File: src/design/lbp_pkg.sv
`timescale 1ns / 1ps
// lbp_pkg: shared types, constants and command codes of the LSB-first bit packer.
// Used by lbp_core and lsb_first_bit_packer.
package lbp_pkg;

    localparam int STORE_BYTES    = 4096;
    localparam int ADDR_W         = $clog2(STORE_BYTES);
    localparam int MAX_FIELD_BITS = 64;
    localparam int CUR_W          = 16;
    localparam int LEN_W          = 13;
    localparam int CNT_W          = 7;
    localparam logic [CUR_W-1:0] CAP_BITS = CUR_W'(STORE_BYTES * 8);

    localparam logic [2:0] CMD_WRITE   = 3'd0;
    localparam logic [2:0] CMD_READ    = 3'd1;
    localparam logic [2:0] CMD_WRANGED = 3'd2;
    localparam logic [2:0] CMD_RRANGED = 3'd3;
    localparam logic [2:0] CMD_SETCUR  = 3'd4;
    localparam logic [2:0] CMD_CLEAR   = 3'd5;
    localparam logic [2:0] CMD_APPEND  = 3'd6;
    localparam logic [2:0] CMD_FETCH   = 3'd7;

    typedef struct packed {
        logic [2:0]         command;
        logic [63:0]        value;
        logic signed [31:0] ranged_value;
        logic [6:0]         bit_count;
        logic signed [31:0] range_low;
        logic signed [31:0] range_high;
        logic [15:0]        position;
    } in_t;

    typedef struct packed {
        logic [63:0]        data_value;
        logic signed [31:0] ranged_result;
        logic [15:0]        cursor_bits;
        logic [15:0]        end_bits;
        logic [12:0]        length_bytes;
        logic               overflow;
    } out_t;

    typedef struct packed {
        logic              wr_en;
        logic [ADDR_W-1:0] wr_addr;
        logic [7:0]        wr_data;
        logic              rd_en;
        logic [ADDR_W-1:0] rd_addr;
    } mem_req_t;

endpackage

File: src/design/lbp_core.sv
`timescale 1ns / 1ps
// lbp_core: command sequencer; moves field bits one per cycle, pausing at each byte read, through a byte buffer.
// Depends on lbp_pkg; drives the byte store through a mem_req_t.
module lbp_core
    import lbp_pkg::*;
(
    input  logic       clk,
    input  logic       rst_n,
    input  logic       start,
    input  in_t        item,
    output logic       idle,
    output logic       res_valid,
    input  logic       res_ready,
    output out_t       res,
    output mem_req_t   mreq,
    input  logic [7:0] rdata
);

    localparam logic [3:0] ST_IDLE  = 4'd0;
    localparam logic [3:0] ST_WIDTH = 4'd1;
    localparam logic [3:0] ST_SETUP = 4'd2;
    localparam logic [3:0] ST_WRD   = 4'd3;
    localparam logic [3:0] ST_WWAIT = 4'd4;
    localparam logic [3:0] ST_WBIT  = 4'd5;
    localparam logic [3:0] ST_RRD   = 4'd6;
    localparam logic [3:0] ST_RWAIT = 4'd7;
    localparam logic [3:0] ST_RBIT  = 4'd8;
    localparam logic [3:0] ST_RFIN  = 4'd9;
    localparam logic [3:0] ST_FWAIT = 4'd10;
    localparam logic [3:0] ST_DONE  = 4'd11;

    logic [3:0]         state_reg, state_next;
    logic [2:0]         cmd_reg, cmd_next;
    logic [63:0]        val_reg, val_next;
    logic [CNT_W-1:0]   cnt_reg, cnt_next;
    logic signed [31:0] lo_reg, lo_next, hi_reg, hi_next, rv_reg, rv_next;
    logic [CUR_W-1:0]   cursor_reg, cursor_next, end_reg, end_next, p_reg, p_next;
    logic [LEN_W-1:0]   valid_reg, valid_next;
    logic [5:0]         idx_reg, idx_next;
    logic [63:0]        res_reg, res_next;
    logic signed [31:0] ranged_reg, ranged_next;
    logic               ovf_reg, ovf_next, at_end_reg, at_end_next;
    logic [7:0]         buf_reg, buf_next;
    logic [31:0]        tw_reg, tw_next;
    logic [5:0]         wid_reg, wid_next;

    logic [CUR_W-1:0]   pn;
    logic [7:0]         nb, fb;
    logic [CUR_W:0]     wend;
    logic [CUR_W-1:0]   avail;
    logic signed [31:0] clamped;
    logic signed [32:0] rsum;
    logic [LEN_W-1:0]   vinc, vneed;

    function automatic logic [7:0] low_mask8(input logic [2:0] k);
        return 8'hFF >> (4'd8 - {1'b0, k});
    endfunction

    always_ff @(posedge clk or negedge rst_n)
    begin
        if (!rst_n)
        begin
            state_reg  <= ST_IDLE;
            cursor_reg <= '0;
            end_reg    <= '0;
            valid_reg  <= '0;
        end
        else
        begin
            state_reg  <= state_next;
            cursor_reg <= cursor_next;
            end_reg    <= end_next;
            valid_reg  <= valid_next;
        end
    end

    always_ff @(posedge clk)
    begin
        cmd_reg    <= cmd_next;
        val_reg    <= val_next;
        cnt_reg    <= cnt_next;
        lo_reg     <= lo_next;
        hi_reg     <= hi_next;
        rv_reg     <= rv_next;
        p_reg      <= p_next;
        idx_reg    <= idx_next;
        res_reg    <= res_next;
        ranged_reg <= ranged_next;
        ovf_reg    <= ovf_next;
        at_end_reg <= at_end_next;
        buf_reg    <= buf_next;
        tw_reg     <= tw_next;
        wid_reg    <= wid_next;
    end

    always_comb
    begin
        state_next  = state_reg;
        cmd_next    = cmd_reg;
        val_next    = val_reg;
        cnt_next    = cnt_reg;
        lo_next     = lo_reg;
        hi_next     = hi_reg;
        rv_next     = rv_reg;
        cursor_next = cursor_reg;
        end_next    = end_reg;
        valid_next  = valid_reg;
        p_next      = p_reg;
        idx_next    = idx_reg;
        res_next    = res_reg;
        ranged_next = ranged_reg;
        ovf_next    = ovf_reg;
        at_end_next = at_end_reg;
        buf_next    = buf_reg;
        tw_next     = tw_reg;
        wid_next    = wid_reg;
        mreq        = '0;

        pn      = p_reg + 1'b1;
        nb      = buf_reg;
        nb[p_reg[2:0]] = val_reg[0];
        fb      = nb;
        wend    = {1'b0, cursor_reg} + {{(CUR_W + 1 - CNT_W){1'b0}}, cnt_reg};
        avail   = (end_reg > cursor_reg) ? end_reg - cursor_reg : '0;
        clamped = (rv_reg < lo_reg) ? lo_reg : ((rv_reg > hi_reg) ? hi_reg : rv_reg);
        rsum    = {lo_reg[31], lo_reg} + {1'b0, res_reg[31:0]};
        vinc    = valid_reg + 1'b1;
        vneed   = LEN_W'(({1'b0, pn} + 17'd7) >> 3);

        unique case (state_reg)
            ST_IDLE:
            begin
                if (start)
                begin
                    cmd_next    = item.command;
                    val_next    = item.value;
                    cnt_next    = (item.bit_count > CNT_W'(MAX_FIELD_BITS)) ?
                                  CNT_W'(MAX_FIELD_BITS) : item.bit_count;
                    lo_next     = item.range_low;
                    hi_next     = item.range_high;
                    rv_next     = item.ranged_value;
                    res_next    = '0;
                    ranged_next = '0;
                    ovf_next    = 1'b0;
                    state_next  = ST_DONE;
                    unique case (item.command)
                        CMD_WRITE, CMD_READ:
                        begin
                            state_next = ST_SETUP;
                        end
                        CMD_WRANGED, CMD_RRANGED:
                        begin
                            if (item.range_high > item.range_low)
                            begin
                                tw_next    = 32'(item.range_high - item.range_low);
                                wid_next   = '0;
                                state_next = ST_WIDTH;
                            end
                            else if (item.command == CMD_RRANGED)
                            begin
                                ranged_next = item.range_low;
                            end
                        end
                        CMD_SETCUR:
                        begin
                            cursor_next = (item.position > CAP_BITS) ? CAP_BITS : item.position;
                        end
                        CMD_CLEAR:
                        begin
                            cursor_next = '0;
                            end_next    = '0;
                            valid_next  = '0;
                        end
                        CMD_APPEND:
                        begin
                            if (valid_reg >= LEN_W'(STORE_BYTES))
                            begin
                                ovf_next = 1'b1;
                            end
                            else
                            begin
                                mreq.wr_en   = 1'b1;
                                mreq.wr_addr = valid_reg[ADDR_W-1:0];
                                mreq.wr_data = item.value[7:0];
                                valid_next   = vinc;
                                end_next     = {vinc, 3'b000};
                            end
                        end
                        CMD_FETCH:
                        begin
                            if (item.position < {3'b000, valid_reg})
                            begin
                                mreq.rd_en   = 1'b1;
                                mreq.rd_addr = item.position[ADDR_W-1:0];
                                state_next   = ST_FWAIT;
                            end
                        end
                        default:
                        begin
                            state_next = ST_DONE;
                        end
                    endcase
                end
            end
            // width = bit length of (high - low), one bit per cycle
            ST_WIDTH:
            begin
                if (tw_reg != '0)
                begin
                    tw_next  = tw_reg >> 1;
                    wid_next = wid_reg + 1'b1;
                end
                else
                begin
                    cnt_next   = {1'b0, wid_reg};
                    val_next   = {32'b0, 32'(clamped - lo_reg)};
                    state_next = ST_SETUP;
                end
            end
            ST_SETUP:
            begin
                p_next      = cursor_reg;
                idx_next    = '0;
                at_end_next = (cursor_reg == end_reg);
                if (cmd_reg == CMD_WRITE || cmd_reg == CMD_WRANGED)
                begin
                    if (cnt_reg == '0)
                    begin
                        state_next = ST_DONE;
                    end
                    else if (wend > {1'b0, CAP_BITS})
                    begin
                        ovf_next   = 1'b1;
                        state_next = ST_DONE;
                    end
                    else
                    begin
                        state_next = ST_WRD;
                    end
                end
                else
                begin
                    if (avail < {{(CUR_W - CNT_W){1'b0}}, cnt_reg})
                    begin
                        cnt_next = avail[CNT_W-1:0];
                    end
                    if (cnt_reg == '0 || avail == '0)
                    begin
                        state_next = (cmd_reg == CMD_RRANGED) ? ST_RFIN : ST_DONE;
                    end
                    else
                    begin
                        state_next = ST_RRD;
                    end
                end
            end
            ST_WRD:
            begin
                mreq.rd_en   = 1'b1;
                mreq.rd_addr = p_reg[ADDR_W+2:3];
                state_next   = ST_WWAIT;
            end
            ST_WWAIT:
            begin
                buf_next   = rdata;
                state_next = ST_WBIT;
            end
            ST_WBIT:
            begin
                val_next = val_reg >> 1;
                cnt_next = cnt_reg - 1'b1;
                p_next   = pn;
                buf_next = nb;
                if (cnt_reg == CNT_W'(1))
                begin
                    // write starting at the end mark clears the rest of its last byte
                    if (at_end_reg && pn[2:0] != 3'd0)
                    begin
                        fb = nb & low_mask8(pn[2:0]);
                    end
                    mreq.wr_en   = 1'b1;
                    mreq.wr_addr = p_reg[ADDR_W+2:3];
                    mreq.wr_data = fb;
                    cursor_next  = pn;
                    if (pn > end_reg)
                    begin
                        end_next = pn;
                    end
                    if (vneed > valid_reg)
                    begin
                        valid_next = vneed;
                    end
                    state_next = ST_DONE;
                end
                else if (pn[2:0] == 3'd0)
                begin
                    mreq.wr_en   = 1'b1;
                    mreq.wr_addr = p_reg[ADDR_W+2:3];
                    mreq.wr_data = nb;
                    state_next   = ST_WRD;
                end
            end
            ST_RRD:
            begin
                mreq.rd_en   = 1'b1;
                mreq.rd_addr = p_reg[ADDR_W+2:3];
                state_next   = ST_RWAIT;
            end
            ST_RWAIT:
            begin
                buf_next   = rdata;
                state_next = ST_RBIT;
            end
            ST_RBIT:
            begin
                res_next[idx_reg] = buf_reg[p_reg[2:0]];
                idx_next = idx_reg + 1'b1;
                cnt_next = cnt_reg - 1'b1;
                p_next   = pn;
                if (cnt_reg == CNT_W'(1))
                begin
                    cursor_next = pn;
                    state_next  = (cmd_reg == CMD_RRANGED) ? ST_RFIN : ST_DONE;
                end
                else if (pn[2:0] == 3'd0)
                begin
                    state_next = ST_RRD;
                end
            end
            ST_RFIN:
            begin
                ranged_next = (rsum > $signed({hi_reg[31], hi_reg})) ? hi_reg : rsum[31:0];
                state_next  = ST_DONE;
            end
            ST_FWAIT:
            begin
                res_next   = {56'b0, rdata};
                state_next = ST_DONE;
            end
            ST_DONE:
            begin
                if (res_ready)
                begin
                    state_next = ST_IDLE;
                end
            end
            default:
            begin
                state_next = ST_IDLE;
            end
        endcase
    end

    assign idle      = (state_reg == ST_IDLE);
    assign res_valid = (state_reg == ST_DONE);

    always_comb
    begin
        res.data_value    = res_reg;
        res.ranged_result = ranged_reg;
        res.cursor_bits   = cursor_reg;
        res.end_bits      = end_reg;
        res.length_bytes  = valid_reg;
        res.overflow      = ovf_reg;
    end

endmodule

File: config.mk
export PLATFORM = sky130hd
export DESIGN_NAME = lbp_core
export DESIGN_NICKNAME = d
export VERILOG_FILES = /design/src/design/lbp_pkg.sv /design/src/design/lbp_core.sv
export SDC_FILE = /design/constraint.sdc
export NUM_CORES = 1
export LEC_CHECK = 0
export ABC_AREA = 1
export BUFFER_PORTS_ARGS = -buffer_cell sky130_fd_sc_hd__buf_2
export CORE_MARGIN = 8
export CORE_UTILIZATION = 30
export CTS_CLUSTER_SIZE = 25
export DETAILED_ROUTE_END_ITERATION = 6
export HOLD_SLACK_MARGIN = 0.08
export PLACE_DENSITY = 0.56
export RECOVER_POWER = 100
export SYNTH_ARGS = -nofsm -noshare
export SYNTH_HDL_FRONTEND = slang
export SYNTH_SLANG_ARGS = --single-unit
File: constraint.sdc
create_clock -name clk -period 5.99 [get_ports clk]
set_clock_uncertainty 0.05 [all_clocks]
set_input_delay 0.2995 -clock clk [delete_from_list [all_inputs] [get_ports clk]]
set_output_delay 0.2995 -clock clk [all_outputs]
set_load 0.02 [all_outputs]
After elaboration in Yosys (flattened, before gate mapping)
Cells that the tools add are included.
W data, S select, Z words.

storage, ports and cells
  word-level logic and storage cells = 224
  bits in registers = 385

operators by class
  shift-type cells = 1
  reduce and logical (&&, ||, !) cells = 41
  multiplexer cells = 91
  add/subtract/negate cells = 12
  order comparisons = 17
  equal/unequal tests = 42
  bitwise operators = 1

operator list
  operator             count
  $pmux W64 S3         2
  $mux W32             11
  $mux W64             3
  $pmux W16 S2         5
  $mux W16             8
  $pmux W32 S2         2
  $mux W21             4
  $mux W13             6
  $pmux W13 S2         3
  $bwmux W64           1
  $gt A32 B32 Y1       2
  $sub A32 B32 Y32     2
  $mux W4              12
  $pmux W4 S11         1
  $pmux W21 S2         1
  $mux W7              5
  $mux W34             1
  $add A33 B32 Y33     1
  $gt A33 B32 Y1       1
  $gt A16 B16 Y1       2
  $lt A32 B32 Y1       1
  $reduce_bool A32 Y1  1
  $pmux W7 S4          1
  $mux W6              4
  other kinds (60)     125

Longest topological paths before layout
  word-level depth = 9
  depth in mapped cells = 33
  mapped depth without buffers = 32

Worst setup path after synthesis
OpenSTA, ideal clock, no wires.

  path kind = register to register
  start point = reg state_reg[0]
  end point = reg val_reg[0] (enable)
  required time = 5.433 ns
  setup time = 0.507 ns
  path slack = 1.182 ns
  cell stages (with the launch flop) = 9
  data arrival time = 4.251 ns
  clock period less this slack = 4.808 ns
  path buffers = 2
  path through = dfrtp_1 > inv_1 > nor2_1 > inv_1 > nor2_1 > inv_1 > clkbuf_1 > buf_1 > a21oi_1

between the ends
  word-level cells in the longest chain between the ends = 3
  elaborated cells between the ends (all ways) = 7
  classes of those cells = eq/ne (4); reduce/logical (3)

RTL lines
  item                                                          RTL line         text
  start: declaration                                            lbp_core.sv:32   logic [3:0] state_reg, state_next;
  start signal: assignment                                      lbp_core.sv:70   state_reg <= state_next;
  $eq A4 B1 Y1, or another cell as far along                    lbp_core.sv:130  unique case (state_reg)
  $ne A2 B2 Y1 (no line) or $reduce_bool A3 Y1 (tied branches)  -
  $reduce_and A3 Y1 (no line) *                                 -
  end signal: assignment                                        lbp_core.sv:80   val_reg <= val_next;
  end: declaration                                              lbp_core.sv:34   logic [63:0] val_reg, val_next;

Every way passes the cells marked *; elsewhere a longest branch is shown, timed or not.
A chain may end at the register's enable or synchronous reset.

==> results by group <==
Global routing
  • Largest net degree at the start of global routing: 65
  • Initial antenna violation count: 7
  • First-pass GRT wire length: 175000 um
  • Total track usage: 21.0%
  • Grt total ovfl: 0
  • Vias in the first global route: 28400

Cells and area
  • Most common cell after layout, fill and taps aside: nand2_1
  • Most frequent cells in the layout: 866 x nand2_1, 593 x inv_1, 367 x o21ai_0
  • Post-layout nets: 4913
  • Share of cells above drive strength 1: 6.17%
  • Area growth syn-to-layout: 22.2%
  • Non-filler cells, final: 5768

Die
  • Die area: 110000 um2
  • Num ports: 376
  • Die X-Extent: 331 um
  • Starting Density: 30.3%
  • Core Footprint: 98400 um2
  • Die Span Y: 331 um
  • # rows: 115

Place
  • Dpl cells: 5489
  • RePlAce Congestion: 0.987
  • PortBufs: 375
  • Place WS: 0.828 ns
  • Detailed placement HPWL: 94300 um

Power
  • Switching power: 10.6 mW
  • Leakage: 16.3 nW
  • Power Density: 565 nW/um2
  • Clock Power Share: 16.1%
  • P_int: 9.98 mW
  • Sw Share: 51.4%
  • Total Power: 20.6 mW
  • Sequential Power Share: 26.3%
  • VDD IR-drop max: 283 uV
  • Comb power frac: 57.6%

Logic synthesis
  • FF+latch count, synth: 385
  • Post-Syn Area per Cell: 7.67 um2
  • Ys flop type: edfxtp_1
  • Number of synthesized flops with an enable pin: 336
  • Synthesized cell area: 29800 um2
  • Post-synthesis sequential area ratio: 38.0%
  • Asr flop ratio synth: 12.7%
  • Synth unique cells: 71
  • Synth Instances: 3881
  • Syn. warnings: 0
  • Syn Nets: 4358

Setup path
  • Worst Path Required: 5.64 ns
  • CP Cell Sequence: inv_1 > nor2_1 > inv_1 > nor2_4 > clkbuf_1 > inv_2 > nor2_1 > inv_2 > o32ai_1 > clkbuf_1
  • Critical Path AT: 5.12 ns
  • CP peak stage delay: 1.35 ns
  • Worst path bufs/invs: 6
  • Worst setup SP type: register
  • Cell family with most CP delay: buffers and inverters
  • CP max FO: 39
  • CP Class: register to primary output
  • Critical path's slowest cell: clkbuf_1
  • Crit. End Element: primary output

CTS
  • Clock root cell: clkbuf_16
  • Clock sink count: 385
  • CTS tree: built
  • Clk_lat worst skew: 0.66 ns
  • Num CTS Buffers: 51
  • Max H-tree Level: 2
  • Clock Tree Buf Depth: 3
  • Clock slew seen by the registers of the worst setup and hold paths: 0.06 ns

Routing
  • DRT Pass-1 Iters: 6
  • DR WL/cell: 20.7 um
  • Antenna Violating Nets Remaining: 0
  • 1st-iter DRT viols: 2679
  • Via count: 29500
  • Routed wire length: 119000 um
  • DRC viols: 0
  • Via density: 5.11

Timing
  • Setup violators final: 0
  • FMAX: 183 MHz
  • RSZ-0062 raised after global routing: no
  • Min Tclk post-route: 5.47 ns
  • Slew margin rel.: -113%
  • Total negative slack: 0 ns
  • Final Max Tran Viols: 504
  • Post-route worst setup slack: 0.519 ns
  • Fin crit share: 91.3%
  • Actual slew at the worst max-slew pin: 3.20 ns
  • Final hold vios: 0

Worst hold path
  • Hold/Removal Path Class: primary input to register

Run
  • Max_cap viols: 9

Status
  • Status: finished with violations
  • Failing checks: max-capacitance violations, max-slew violations
## area by class of cell
cell class / instances / area (um2)
antenna: 5 / 12.5
clock buffer: 56 / 1320
clock inverter: 37 / 452
fill: 10500 / 62000
inverter: 608 / 2280
multi-input combinational: 2794 / 15800
sequential: 385 / 11300
tap: 1287 / 1610
timing repair buffer: 596 / 3580
## through the flow
step | cell area, um2 | hold WS [ns] | util [%]
2_1_floorplan | 29800 | -0.0461 | -
3_3_place_gp | 33300 | 0.427 | 33.8
3_5_place_dp | 33300 | 0.431 | 33.8
4_1_cts | 36800 | 0.0809 | 37.4
5_1_grt | 36400 | 0.119 | 37.0
6_report | 36400 | 0.124 | 37.0
## power groups by stage
stage / registers [mW] / logic, mW / clock network, mW
finish: 5.41 / 11.8 / 3.30
global route: 5.52 / 13.3 / 3.46
CTS: 5.37 / 12.1 / 3.38
detailed placement: 5.41 / 11.9 / 0
global placement: 5.39 / 11.9 / 0
floorplan: 5.53 / 7.64 / 0
## kinds of logic (layout without fill, tap and decap cells)
group / after synthesis / in the layout / share of synthesized area, %
other: 0 / 5 / 0
DFF: 385 / 385 / 38.0
AOI/OAI and AO/OA: 924 / 924 / 17.2
and+or+nand+nor: 1514 / 1514 / 21.5
adders and majority gates: 279 / 279 / 11.8
buffers and inverters: 702 / 1297 / 8.99
xor gates and xnor gates: 77 / 77 / 2.43
## worst register-to-register path: stages, from the launching register on
cell	delay [ns]
edfxtp_1	0.51
ha_1	0.42
nand2_1	0.14
nor4_1	0.50
nand3_1	0.13
nand3_1	0.19
a21oi_1	0.18
nand2b_1	0.22
nand2_1	0.07
nand2_1	0.05
nand2_1	0.13
inv_1	0.06
ha_1	0.31
nand2_1	0.06
nor2_1	0.10
nand4_1	0.12
nor4_1	0.26
clkbuf_1	0.19
nand3b_1	0.11
nand4_1	0.12
nand2_1	0.07
nand2_1	0.08
clkbuf_2	0.54
o21ai_0	0.15
o21ai_0	0.41
## cells in the mapped netlist, types with 23 or more instances
library cell  number  area share [%]
o22ai_1           44            0.92
ha_1             274              12
o21bai_1          23            0.58
o21ai_0          360             6.0
inv_1            592             7.5
o211ai_1          27            0.68
clkbuf_1          65            0.82
a21oi_1          353             5.9
nor2_1           286             3.6
edfxtp_1         336              34
a22o_1            32            0.94
nor4_1            25            0.53
nand2_1          866              11
xor2_1            51             1.5
nand4_1           52             1.1
nor3_1            49            0.82
dfrtp_1           49             4.1
nand3_1          182             3.1
## metal layers
metal / GRT usage, % / wire [um] / vias to the layer above
met5: 0 / 0 / -
met4: 7.81 / 4540 / 0
met3: 4.57 / 10200 / 174
met2: 32.7 / 51800 / 1136
met1: 28.3 / 52600 / 13800
li1: - / - / 14300
## final timing paths
path | to | cells after the start | slack, ns | startpoint
worst max-delay path | mreq[15] | 10 | 0.52 | state_reg[0]
worst min-delay path | cursor_reg[11] | 5 | 0.12 | item[11]
worst max register to register | ranged_reg[15] | 24 | 0.56 | lo_reg[8]
worst min register to register | val_reg[13] | 2 | 0.49 | val_reg[14]
max in group asynchronous | valid_reg[4] | 3 | 2.78 | rst_n
min in group asynchronous | cursor_reg[14] | 3 | 1.29 | rst_n
## timing repair
action,4_1_cts,5_1_grt
resized for setup,0,0
setup buffers,0,0
hold buffers,181,0
hold endpoints to repair,261,0
Note: power is estimated with default switching activity, not from simulation.
